File: src/sv/tjfm_pkg.sv
// ----------------------------------------------------------------------------
// Thruster jet failure monitor package
// Shared widths, register codes, reset values and the jet control and
// status structures.
// ----------------------------------------------------------------------------
package tjfm_pkg;

  localparam int unsigned COUNT_W    = 4;
  localparam int unsigned TIME_W     = 20;
  localparam int unsigned ELAPSED_W  = 16;
  localparam int unsigned CFG_DATA_W = 20;
  localparam int unsigned CFG_IDX_W  = 1;

  localparam logic [COUNT_W-1:0] COUNT_MAX = '1;
  localparam logic [TIME_W-1:0]  TIME_MAX  = '1;

  localparam logic [COUNT_W-1:0] PULSE_LIMIT_RST     = 4'd6;
  localparam logic [TIME_W-1:0]  FAIL_TIME_LIMIT_RST = 20'd80000;

  // Configuration register indexes.
  typedef enum logic [CFG_IDX_W-1:0] {
    CFG_PULSE_LIMIT     = 1'b0,
    CFG_FAIL_TIME_LIMIT = 1'b1
  } cfg_idx_t;

  // Per-jet sample of one beat.
  typedef struct packed {
    logic                 rst;
    logic                 dem;
    logic                 chm;
    logic [ELAPSED_W-1:0] elapsed;
  } jet_cmd_t;

  // Per-jet status: registered count and limit checks on the next state.
  typedef struct packed {
    logic [COUNT_W-1:0] count;
    logic               over_pulse;
    logic               over_time;
  } jet_stat_t;

endpackage

File: src/sv/tjfm_in_if.sv
// ----------------------------------------------------------------------------
// Thruster jet failure monitor input channel
// Valid/ready channel carrying one tick of sampled jet signals.
// ----------------------------------------------------------------------------
interface tjfm_in_if
  import tjfm_pkg::*;
();

  logic                 valid;
  logic                 ready;
  logic                 reset_line;
  logic                 demand_a;
  logic                 demand_b;
  logic                 chamber_a;
  logic                 chamber_b;
  logic [ELAPSED_W-1:0] elapsed_us;

  modport source (
    output valid, reset_line, demand_a, demand_b, chamber_a, chamber_b, elapsed_us,
    input  ready
  );

  modport sink (
    input  valid, reset_line, demand_a, demand_b, chamber_a, chamber_b, elapsed_us,
    output ready
  );

endinterface

File: src/sv/tjfm_out_if.sv
// ----------------------------------------------------------------------------
// Thruster jet failure monitor result channel
// Valid/ready channel carrying the failure latch and both pulse counts.
// ----------------------------------------------------------------------------
interface tjfm_out_if
  import tjfm_pkg::*;
();

  logic               valid;
  logic               ready;
  logic               failure;
  logic [COUNT_W-1:0] pulses_a;
  logic [COUNT_W-1:0] pulses_b;

  modport source (
    output valid, failure, pulses_a, pulses_b,
    input  ready
  );

  modport sink (
    input  valid, failure, pulses_a, pulses_b,
    output ready
  );

endinterface

File: src/sv/tjfm_jet.sv
// ----------------------------------------------------------------------------
// Thruster jet failure monitor, single jet
// Pulse counter, pulse mark and saturating fail timer of one jet, updated
// once per enabled beat, with the limit checks on the updated state.
// ----------------------------------------------------------------------------
module tjfm_jet
  import tjfm_pkg::*;
(
  input  logic               clk,
  input  logic               rst_n,
  input  logic               en,
  input  jet_cmd_t           cmd,
  input  logic [COUNT_W-1:0] pulse_limit,
  input  logic [TIME_W-1:0]  time_limit,
  output jet_stat_t          stat
);

  logic [COUNT_W-1:0] count_r, count_nxt;
  logic               mark_r, mark_nxt;
  logic [TIME_W-1:0]  time_r, time_nxt;
  logic               mark_kept;
  logic [TIME_W:0]    time_sum;

  // Pulse counting: a new pulse needs the demand to drop first.
  always_comb begin
    mark_kept = mark_r & cmd.dem;
    count_nxt = count_r;
    mark_nxt  = mark_kept;
    if (cmd.rst || cmd.chm) begin
      count_nxt = '0;
      mark_nxt  = 1'b0;
    end else if (cmd.dem && !mark_kept) begin
      if (count_r != COUNT_MAX) begin
        count_nxt = count_r + COUNT_W'(1);
      end
      mark_nxt = 1'b1;
    end
  end

  // Fail timer accumulates while demanded without chamber pressure.
  always_comb begin
    time_sum = {1'b0, time_r} + (TIME_W+1)'(cmd.elapsed);
    if (cmd.dem && !cmd.rst && !cmd.chm) begin
      time_nxt = time_sum[TIME_W] ? TIME_MAX : time_sum[TIME_W-1:0];
    end else begin
      time_nxt = '0;
    end
  end

  always_ff @(posedge clk) begin
    if (!rst_n) begin
      count_r <= '0;
      mark_r  <= 1'b0;
      time_r  <= '0;
    end else if (en) begin
      count_r <= count_nxt;
      mark_r  <= mark_nxt;
      time_r  <= time_nxt;
    end
  end

  // Status toward the failure latch.
  always_comb begin
    stat.count      = count_r;
    stat.over_pulse = (count_nxt >= pulse_limit);
    stat.over_time  = (time_nxt > time_limit);
  end

endmodule

File: src/sv/thruster_jet_failure_monitor_unit.sv
// ----------------------------------------------------------------------------
// Thruster jet failure monitor
// Counts failed pulses and times demand without chamber pressure for two
// jets and keeps a sticky failure latch.
// ----------------------------------------------------------------------------
// The block takes one tick beat per clock cycle while the result side keeps
// up, and returns one result beat per tick: the beat passes the input
// register and then the result register, with the whole per-jet update (the
// timer add, saturation, count step, two compares) between them. While a
// finished result waits to be taken, the input register still takes one more
// beat and then holds the input off. The input ready follows the result ready
// in the same cycle, so a full rate stream runs without gaps. Configuration
// writes take effect at the next clock edge and are meant for idle periods.
module thruster_jet_failure_monitor_unit
  import tjfm_pkg::*;
(
  input  logic                  clk,
  input  logic                  rst_n,
  tjfm_in_if.sink               in_ch,
  tjfm_out_if.source            out_ch,
  input  logic                  cfg_we,
  input  logic [CFG_IDX_W-1:0]  cfg_index,
  input  logic [CFG_DATA_W-1:0] cfg_data
);

  logic [COUNT_W-1:0]   pulse_limit_r;
  logic [TIME_W-1:0]    time_limit_r;

  logic                 s1_valid_r;
  logic                 s1_rst_r;
  logic                 s1_dem_a_r, s1_dem_b_r;
  logic                 s1_chm_a_r, s1_chm_b_r;
  logic [ELAPSED_W-1:0] s1_elapsed_r;

  logic                 out_valid_r, out_valid_nxt;
  logic                 latch_r, latch_nxt;
  logic                 adv;
  logic                 in_fire;
  jet_cmd_t             cmd_a, cmd_b;
  jet_stat_t            stat_a, stat_b;

  // Configuration registers.
  always_ff @(posedge clk) begin
    if (!rst_n) begin
      pulse_limit_r <= PULSE_LIMIT_RST;
      time_limit_r  <= FAIL_TIME_LIMIT_RST;
    end else if (cfg_we) begin
      unique case (cfg_idx_t'(cfg_index))
        CFG_PULSE_LIMIT:     pulse_limit_r <= cfg_data[COUNT_W-1:0];
        CFG_FAIL_TIME_LIMIT: time_limit_r  <= cfg_data[TIME_W-1:0];
      endcase
    end
  end

  // Handshake: the input register moves on whenever the result slot is free.
  assign adv         = s1_valid_r && (!out_valid_r || out_ch.ready);
  assign in_ch.ready = !s1_valid_r || adv;
  assign in_fire     = in_ch.valid && in_ch.ready;

  // Input register.
  always_ff @(posedge clk) begin
    if (!rst_n) begin
      s1_valid_r <= 1'b0;
    end else if (in_ch.ready) begin
      s1_valid_r <= in_ch.valid;
    end
  end

  always_ff @(posedge clk) begin
    if (in_fire) begin
      s1_rst_r     <= in_ch.reset_line;
      s1_dem_a_r   <= in_ch.demand_a;
      s1_dem_b_r   <= in_ch.demand_b;
      s1_chm_a_r   <= in_ch.chamber_a;
      s1_chm_b_r   <= in_ch.chamber_b;
      s1_elapsed_r <= in_ch.elapsed_us;
    end
  end

  // Per-jet update; the jet state doubles as the result register.
  assign cmd_a = '{rst: s1_rst_r, dem: s1_dem_a_r, chm: s1_chm_a_r, elapsed: s1_elapsed_r};
  assign cmd_b = '{rst: s1_rst_r, dem: s1_dem_b_r, chm: s1_chm_b_r, elapsed: s1_elapsed_r};

  tjfm_jet u_jet_a (
    .clk         (clk),
    .rst_n       (rst_n),
    .en          (adv),
    .cmd         (cmd_a),
    .pulse_limit (pulse_limit_r),
    .time_limit  (time_limit_r),
    .stat        (stat_a)
  );

  tjfm_jet u_jet_b (
    .clk         (clk),
    .rst_n       (rst_n),
    .en          (adv),
    .cmd         (cmd_b),
    .pulse_limit (pulse_limit_r),
    .time_limit  (time_limit_r),
    .stat        (stat_b)
  );

  // Sticky failure latch; reset wins over any limit.
  always_comb begin
    if (s1_rst_r) begin
      latch_nxt = 1'b0;
    end else begin
      latch_nxt = latch_r | stat_a.over_pulse | stat_b.over_pulse |
                  stat_a.over_time | stat_b.over_time;
    end
  end

  // Result valid: set by a new beat, cleared once taken.
  always_comb begin
    if (adv) begin
      out_valid_nxt = 1'b1;
    end else if (out_ch.ready) begin
      out_valid_nxt = 1'b0;
    end else begin
      out_valid_nxt = out_valid_r;
    end
  end

  always_ff @(posedge clk) begin
    if (!rst_n) begin
      out_valid_r <= 1'b0;
      latch_r     <= 1'b0;
    end else begin
      out_valid_r <= out_valid_nxt;
      if (adv) begin
        latch_r <= latch_nxt;
      end
    end
  end

  assign out_ch.valid    = out_valid_r;
  assign out_ch.failure  = latch_r;
  assign out_ch.pulses_a = stat_a.count;
  assign out_ch.pulses_b = stat_b.count;

  // A beat with the reset line clears the latch and both counts.
  a_reset_clears: assert property (@(posedge clk) disable iff (!rst_n)
    adv && s1_rst_r |=> !out_ch.failure && out_ch.pulses_a == '0 && out_ch.pulses_b == '0)
    else $error("reset beat did not clear latch and counts");

  // Without the reset line the latch never drops.
  a_latch_sticky: assert property (@(posedge clk) disable iff (!rst_n)
    adv && !s1_rst_r && latch_r |=> latch_r)
    else $error("failure latch dropped without reset");

  // Chamber pressure clears the first jet's count.
  a_chamber_clears: assert property (@(posedge clk) disable iff (!rst_n)
    adv && s1_chm_a_r |=> out_ch.pulses_a == '0)
    else $error("chamber pressure did not clear pulse count");

  // The second jet's count never drops unless reset or chamber pressure is seen.
  a_count_monotonic: assert property (@(posedge clk) disable iff (!rst_n)
    adv && !s1_rst_r && !s1_chm_b_r |=> out_ch.pulses_b >= $past(out_ch.pulses_b))
    else $error("pulse count decreased without clearing condition");

  // The result state moves only with a beat leaving the input register.
  a_hold_when_idle: assert property (@(posedge clk) disable iff (!rst_n)
    !adv |=> $stable(latch_r) && $stable(stat_a.count) && $stable(stat_b.count))
    else $error("result state changed without a beat");

endmodule
File: src/flat_wrapper.sv
// flat-port wrapper written by rule: the top's interface ports become plain ports
module thruster_jet_failure_monitor_unit_flat import tjfm_pkg::*;
  (clk, rst_n, cfg_we, cfg_index, cfg_data, in_ch_valid, in_ch_reset_line, in_ch_demand_a, in_ch_demand_b, in_ch_chamber_a, in_ch_chamber_b, in_ch_elapsed_us, in_ch_ready, out_ch_valid, out_ch_failure, out_ch_pulses_a, out_ch_pulses_b, out_ch_ready);
  tjfm_in_if in_ch_i ();
  tjfm_out_if out_ch_i ();
  input  logic clk;
  input  logic rst_n;
  input  logic cfg_we;
  input  logic [CFG_IDX_W-1:0] cfg_index;
  input  logic [CFG_DATA_W-1:0] cfg_data;
  input wire logic [$bits(in_ch_i.valid)-1:0] in_ch_valid;
  input wire logic [$bits(in_ch_i.reset_line)-1:0] in_ch_reset_line;
  input wire logic [$bits(in_ch_i.demand_a)-1:0] in_ch_demand_a;
  input wire logic [$bits(in_ch_i.demand_b)-1:0] in_ch_demand_b;
  input wire logic [$bits(in_ch_i.chamber_a)-1:0] in_ch_chamber_a;
  input wire logic [$bits(in_ch_i.chamber_b)-1:0] in_ch_chamber_b;
  input wire logic [$bits(in_ch_i.elapsed_us)-1:0] in_ch_elapsed_us;
  output wire logic [$bits(in_ch_i.ready)-1:0] in_ch_ready;
  output wire logic [$bits(out_ch_i.valid)-1:0] out_ch_valid;
  output wire logic [$bits(out_ch_i.failure)-1:0] out_ch_failure;
  output wire logic [$bits(out_ch_i.pulses_a)-1:0] out_ch_pulses_a;
  output wire logic [$bits(out_ch_i.pulses_b)-1:0] out_ch_pulses_b;
  input wire logic [$bits(out_ch_i.ready)-1:0] out_ch_ready;
  assign in_ch_i.valid = in_ch_valid;
  assign in_ch_i.reset_line = in_ch_reset_line;
  assign in_ch_i.demand_a = in_ch_demand_a;
  assign in_ch_i.demand_b = in_ch_demand_b;
  assign in_ch_i.chamber_a = in_ch_chamber_a;
  assign in_ch_i.chamber_b = in_ch_chamber_b;
  assign in_ch_i.elapsed_us = in_ch_elapsed_us;
  assign in_ch_ready = in_ch_i.ready;
  assign out_ch_valid = out_ch_i.valid;
  assign out_ch_failure = out_ch_i.failure;
  assign out_ch_pulses_a = out_ch_i.pulses_a;
  assign out_ch_pulses_b = out_ch_i.pulses_b;
  assign out_ch_i.ready = out_ch_ready;
  thruster_jet_failure_monitor_unit u_core (.clk(clk), .rst_n(rst_n), .in_ch(in_ch_i), .out_ch(out_ch_i), .cfg_we(cfg_we), .cfg_index(cfg_index), .cfg_data(cfg_data));
endmodule
File: config.mk
export PLATFORM = sky130hd
export DESIGN_NAME = thruster_jet_failure_monitor_unit_flat
export DESIGN_NICKNAME = d
export VERILOG_FILES = /design/src/sv/tjfm_pkg.sv /design/src/sv/tjfm_in_if.sv /design/src/sv/tjfm_out_if.sv /design/src/sv/tjfm_jet.sv /design/src/sv/thruster_jet_failure_monitor_unit.sv /design/src/flat_wrapper.sv
export SDC_FILE = /design/constraint.sdc
export NUM_CORES = 1
export LEC_CHECK = 0
export BUFFER_PORTS_ARGS = -buffer_cell sky130_fd_sc_hd__buf_2
export CORE_AREA = 2 2 114 116
export DETAILED_ROUTE_END_ITERATION = 10
export DIE_AREA = 0 0 116 118
export PLACE_DENSITY = 0.73
export SYNTH_ARGS = -nofsm -noshare
export SYNTH_HDL_FRONTEND = slang
export SYNTH_SLANG_ARGS = --single-unit
File: constraint.sdc
create_clock -name clk -period 7.49 [get_ports clk]
set_clock_uncertainty 0.15 [all_clocks]
set_input_delay 1.1235 -clock clk [delete_from_list [all_inputs] [get_ports clk]]
set_output_delay 1.1235 -clock clk [all_outputs]
set_load 0.005 [all_outputs]
== Yosys cells after proc, flatten, opt, wreduce, memory -nomap -nowiden ==
Index checks and enable logic that the tools add are counted.

* Flip-flop bits (word level): 98
* Input bits: 47
* Output and inout port bits: 11
* Word-level logic and storage cells: 73

* Add/sub/neg operators: 4
* Order comparisons: 4
* Equal/unequal tests: 2
* Muxes and demuxes: 17
* Bitwise gates (word level): 7
* Reduce and logical (&&, ||, !) cells: 22

{| class="wikitable"
|+ Operators with widths
! kind !! count
|-
| $mux W20 || 4
|-
| $add A20 B16 Y21 || 2
|-
| $gt A20 B20 Y1 || 2
|-
| $mux W4 || 6
|-
| $add A4 B1 Y4 const B || 2
|-
| $ge A4 B4 Y1 || 2
|-
| $logic_and A1 B1 Y1 || 8
|-
| $ne A4 B4 Y1 const B || 2
|-
| $logic_not A1 Y1 || 7
|-
| $mux W1 || 7
|-
| $logic_or A1 B1 Y1 || 4
|-
| $or A1 B1 Y1 || 4
|-
| $reduce_and A2 Y1 || 2
|-
| $and A1 B1 Y1 || 2
|-
| $reduce_bool A2 Y1 || 1
|-
| $not A1 Y1 || 1
|}

== Logic depth before layout (Yosys ltp) ==
* Depth in word-level cells: 11
* Mapped depth: 19
* Gate-level depth less buffers: 18

== By module ==
From an unflattened synthesis, not the netlist that was laid out.

* Cells, all modules: 850
* Area total of the unflattened synthesis: 7030.5 µm²

{| class="wikitable"
|+ Modules (own cells, without submodules)
! module !! times used !! cells each !! area an instance (µm²) !! seq. area each (µm²)
|-
| tjfm_jet || 2 || 355 || 2716.4 || 500.5
|-
| thruster_jet_failure_monitor_unit || 1 || 140 || 1597.8 || 1171.1
|}

== Least setup slack after synthesis ==
No wires, ideal clock.

* Path type: reg2reg
* From: reg u_core.s1_elapsed_r[0]
* To: reg u_core.latch_r, in the netlist u_core.out_ch.failure
* Library setup time: 0.074 ns
* Data arrival time: 3.523 ns
* Required time: 7.266 ns
* Path slack: 3.742 ns
* Cell stages (with the launch flop): 19
* Path buffers: 2
* Period minus slack after synthesis: 3.748 ns
* Path through: edfxtp_1 > ha_1 > fa_1 > a211oi_1 > o21bai_1 > o21ai_1 > o211a_1 > buf_2 > nor2_1 > buf_2 > nor2_1 > nor2_1 > ha_1 > nand4_1 > or2_2 > a21oi_1 > o31ai_1 > a22o_1 > a31oi_1

* Elaborated cells between the ends (all ways): 11
* Those cells by class: add/sub (2); order compare (2); mux (5); bitwise (2)

{| class="wikitable"
|+ RTL lines
! what !! RTL line !! text
|-
| from (decl) || thruster_jet_failure_monitor_unit.sv:33 || <nowiki>logic [ELAPSED_W-1:0] s1_elapsed_r;</nowiki>
|-
| from (signal assigned) || thruster_jet_failure_monitor_unit.sv:76 || <nowiki>s1_elapsed_r <= in_ch.elapsed_us;</nowiki>
|-
| $add A20 B16 Y21 || tjfm_jet.sv:42 || <nowiki>time_sum = {1'b0, time_r} + (TIME_W+1)'(cmd.elapsed);</nowiki>
|-
| $mux W20 || tjfm_jet.sv:44 || <nowiki>time_nxt = time_sum[TIME_W] ? TIME_MAX : time_sum[TIME_W-1:0];</nowiki>
|-
| $mux W20 || tjfm_jet.sv:43 || <nowiki>if (cmd.dem && !cmd.rst && !cmd.chm) begin</nowiki>
|-
| via u_core.u_jet_b.time_nxt[9] || tjfm_jet.sv:20 || <nowiki>logic [TIME_W-1:0] time_r, time_nxt;</nowiki>
|-
| $gt A20 B20 Y1 || tjfm_jet.sv:66 || <nowiki>stat.over_time = (time_nxt > time_limit);</nowiki>
|-
| $or A1 B1 Y1 || thruster_jet_failure_monitor_unit.sv:110 || <nowiki>stat_a.over_time | stat_b.over_time;</nowiki>
|-
| $mux W1 || thruster_jet_failure_monitor_unit.sv:106 || <nowiki>if (s1_rst_r) begin</nowiki>
|-
| to (signal assigned) || thruster_jet_failure_monitor_unit.sv:132 || <nowiki>latch_r <= latch_nxt;</nowiki>
|-
| to (decl) || thruster_jet_failure_monitor_unit.sv:36 || <nowiki>logic latch_r, latch_nxt;</nowiki>
|}

The timed path passes the listed nets, and every way through them passes these cells.
A chain may end at the register's enable or synchronous reset.

== Worst setup path after layout ==
Same ends and word-level chain as after synthesis.

==> run metrics <==
status=complete, no violations; initial DRC count=540; Psw=0.341 mW; reg-to-reg endpoint=u_core.out_ch.failure; max-cap violation count=0; total number of vias=just over 6000; Die W=116 um; length of routed met2 wiring=8020 um; Synth top area share=23.0%; sequential share of power=between 40% and 50%; Skew-Pair Late Insertion Delay=roughly 370 ps; final-report hold violation count=0; H-Tree Depth=3; Worst R2R Path Depth=15; largest family of logic cells by synthesized area=compound AO/OA/AOI/OAI gates; Worst slew margin=15.2%; pwr dens=161 mW/mm2; routed len/inst=17.2 um; Mapped Cells=827; post-synth cell types=64; Top-Level Pins=58; FMAX=roughly 210 MHz; largest area contributor in the netlist=dfxtp_1; mux contribution to synthesized area=1.06%; Finished Core Util=59.5%; CTS tree=yes; CTS Sinks=98; Synth Register Bits=98; uppermost layer routed=met4; switch share=between 20 and 30%; Post-CTS Setup Bufs=0; final wirelength=roughly 18000 um; most common cell in the netlist=nand2_1; largest net degree at the start of global routing=47; Worst EP arrival=a little under 5000 ps; cell-internal power=0.848 mW; CP required=7580 ps; grt total ovfl=0; sequential share of the synthesized area=32.4%; crit start category=register; initial antenna violation count=0; dpl cells=approximately 1000; min Tclk post-route=around 4800 ps; Reg clk slew, reported paths=about 70 ps; setup slack, reg-to-reg=2720 ps; first drt pass iteration count=5; Slew @ Worst Pin=1270 ps; Min-Delay Path Class=reg -> reg; dominant cells by area after synthesis=dfxtp_1 (23%), ha_1 (15%), edfxtp_1 (9.4%), nand2_1 (7.2%), a21oi_1 (5.4%); Row Count=41; final worst-path cycle share=between 60% and 70%; final setup margin=about 2700 ps; clk buf depth=2; fillers=1172; Post-Syn Area=around 0.0067 mm2; # resized after CTS=0; Crit Path Category=reg -> reg; area delta synth->final=9.95%; ys async rst share=0%; Slew Limit Fails=0; RSZ-0062 raised after global routing=false; TNS Setup=0 ps; hpwl dp=approximately 14000 um; Simple-Gate Fraction of Synth Area=21.7%; XOR/XNOR share of the synthesized area=3.13%; Synth top cells by count=nand2_1 (128), ha_1 (82), dfxtp_1 (77), a21oi_1 (73), nor2_1 (71); CTS buffer count=9; port bufs=57; placer congestion estimate=~0.92; Peak VDD IR=0.170 mV; Hold Path Origin=u_core.u_jet_a.time_r[0]; metal3 WL=between 1000 and 1500 um; Layout Nets=994; crit path from=u_core.s1_elapsed_r[0]; post-place setup slack=between 2000 and 3000 ps; Critical R2R Launch=u_core.s1_elapsed_r[0]; Clk network pwr share=about two fifths; root buf cell=clkbuf_16; Primary FF master, synth=dfxtp_1; vias in the first global route=5781; Die Footprint=0.0137 mm2; Final setup viols=0; Syn Nets=958; Non-Filler Instances=~1000; Crit Path Max Fanout=14; ANT cells=0; Comb pwr share=13.1%; die height=118 um; Avg Vias per Cell=5.87; Synth Area in Adders=15.9%; Post-synth EDFFs=21; Synth Area per Inst=8.12 um2; warning count from the yosys run=0; crit path capture type=register; Compound-Gate Fraction of Synth Area=21.8%; share of layout cells above drive strength 1=10.4%; WHS Endpoint=u_core.u_jet_a.time_r[0]; Leak=3.17 nW; initial core utilization=54.1%; ANT nets after route=0; wl on met1=about 8400 um; CTS Hold Bufs=0; first-pass GRT wire length=29000 um; core area=about 0.012 mm2; GRT Overall Usage=26.9%; worst hold stages=2; Post-route DRC=0
[registers in the layout, summed over array words and instances (netlist names), 4 cells and up]
register	count
u_core.u_jet_b.count_r	4
u_core.u_jet_b.time_r	20
u_core.u_jet_a.time_r	20
u_core.s1_elapsed_r	16
u_core.pulse_limit_r	4
u_core.u_jet_a.count_r	4
u_core.time_limit_r	20
[per-layer routing]
layer,up-vias,GRT usage (%)
met5,-,0
met4,0,7.74
met3,26,5.92
met2,208,41.6
met1,2832,37.7
li1,3039,-
[per-stage QoR]
step           hold slack (ps)  area, um2  total power [mW]
2_1_floorplan              277       6710             0.684
3_3_place_gp               291       7100             0.729
3_5_place_dp               302       7100             0.734
4_1_cts                    314       7380              1.19
5_1_grt                    321       7380              1.24
6_report                   312       7380              1.19
[worst max path at each step]
| stage | slack [ps] | depth (start not counted) | end |
|---|---|---|---|
| final | 2720 | 15 | u_core.out_ch.failure |
| after global routing | 2440 | 15 | u_core.out_ch.failure |
| after CTS | 2770 | 15 | u_core.out_ch.failure |
| after detailed placement | 2780 | 15 | u_core.out_ch.failure |
| after global placement | 2770 | 15 | u_core.out_ch.failure |
| after floorplan | 3740 | 18 | u_core.out_ch.failure |
[final cells by class]
type | instances | area, um2 | area share, %
clock buffers | 9 | 225 | 3.05
repair buffers | 60 | 308 | 4.17
inverters | 36 | 135 | 1.83
well taps | 172 | 215 | 2.92
clock inverters | 7 | 57.6 | 0.780
flip-flops and latches | 98 | 2170 | 29.4
multi-input cells | 658 | 4270 | 57.8
[kinds of logic (layout without fill, tap and decap cells)]
| family | Yosys count | in the layout |
|---|---|---|
| xor+xnor | 24 | 24 |
| mux | 7 | 7 |
| flops | 98 | 98 |
| fa+ha+maj | 84 | 84 |
| buf+inv | 71 | 112 |
| simple gates | 313 | 313 |
| compound gates | 230 | 230 |
[worst max-delay path, stage by stage, from the launching register on]
cell and delay [ps]:
edfxtp_1 380, ha_1 240, fa_1 270, a211oi_1 90
o21bai_1 300, o21ai_1 220, o211a_1 370, nor2_1 790
and4bb_2 320, nor3_1 200, ha_1 310, nand4_1 130
a21oi_1 50, a2111oi_0 530, a22o_1 240, a31oi_1 60
[layout by cell type, fill, tap and decap left out, types with 9 or more instances in the layout]
cell         n
ha_1        82
edfxtp_1    21
o21ai_0     45
nand2b_1    13
nor2b_1     17
clkbuf_16    9
nor3_1      18
nor2_1      71
nand3_1     15
a31oi_1     11
buf_2       57
o211ai_1    15
a21boi_0    24
nand2_1    128
nand4_1     15
a21o_1      14
inv_1       36
xnor2_1     18
a21oi_1     73
dfxtp_1     77
[power by group through the flow]
| stage | Combinational, mW | Clock, mW | Sequential [mW] |
|---|---|---|---|
| 6_report | 0.156 | 0.464 | 0.568 |
| 5_1_grt | 0.176 | 0.490 | 0.570 |
| 3_5_place_dp | 0.153 | 0 | 0.580 |
| 3_3_place_gp | 0.150 | 0 | 0.579 |
| 4_1_cts | 0.155 | 0.471 | 0.568 |
| 2_1_floorplan | 0.109 | 0 | 0.575 |
Power figures use the tool's default switching activity.
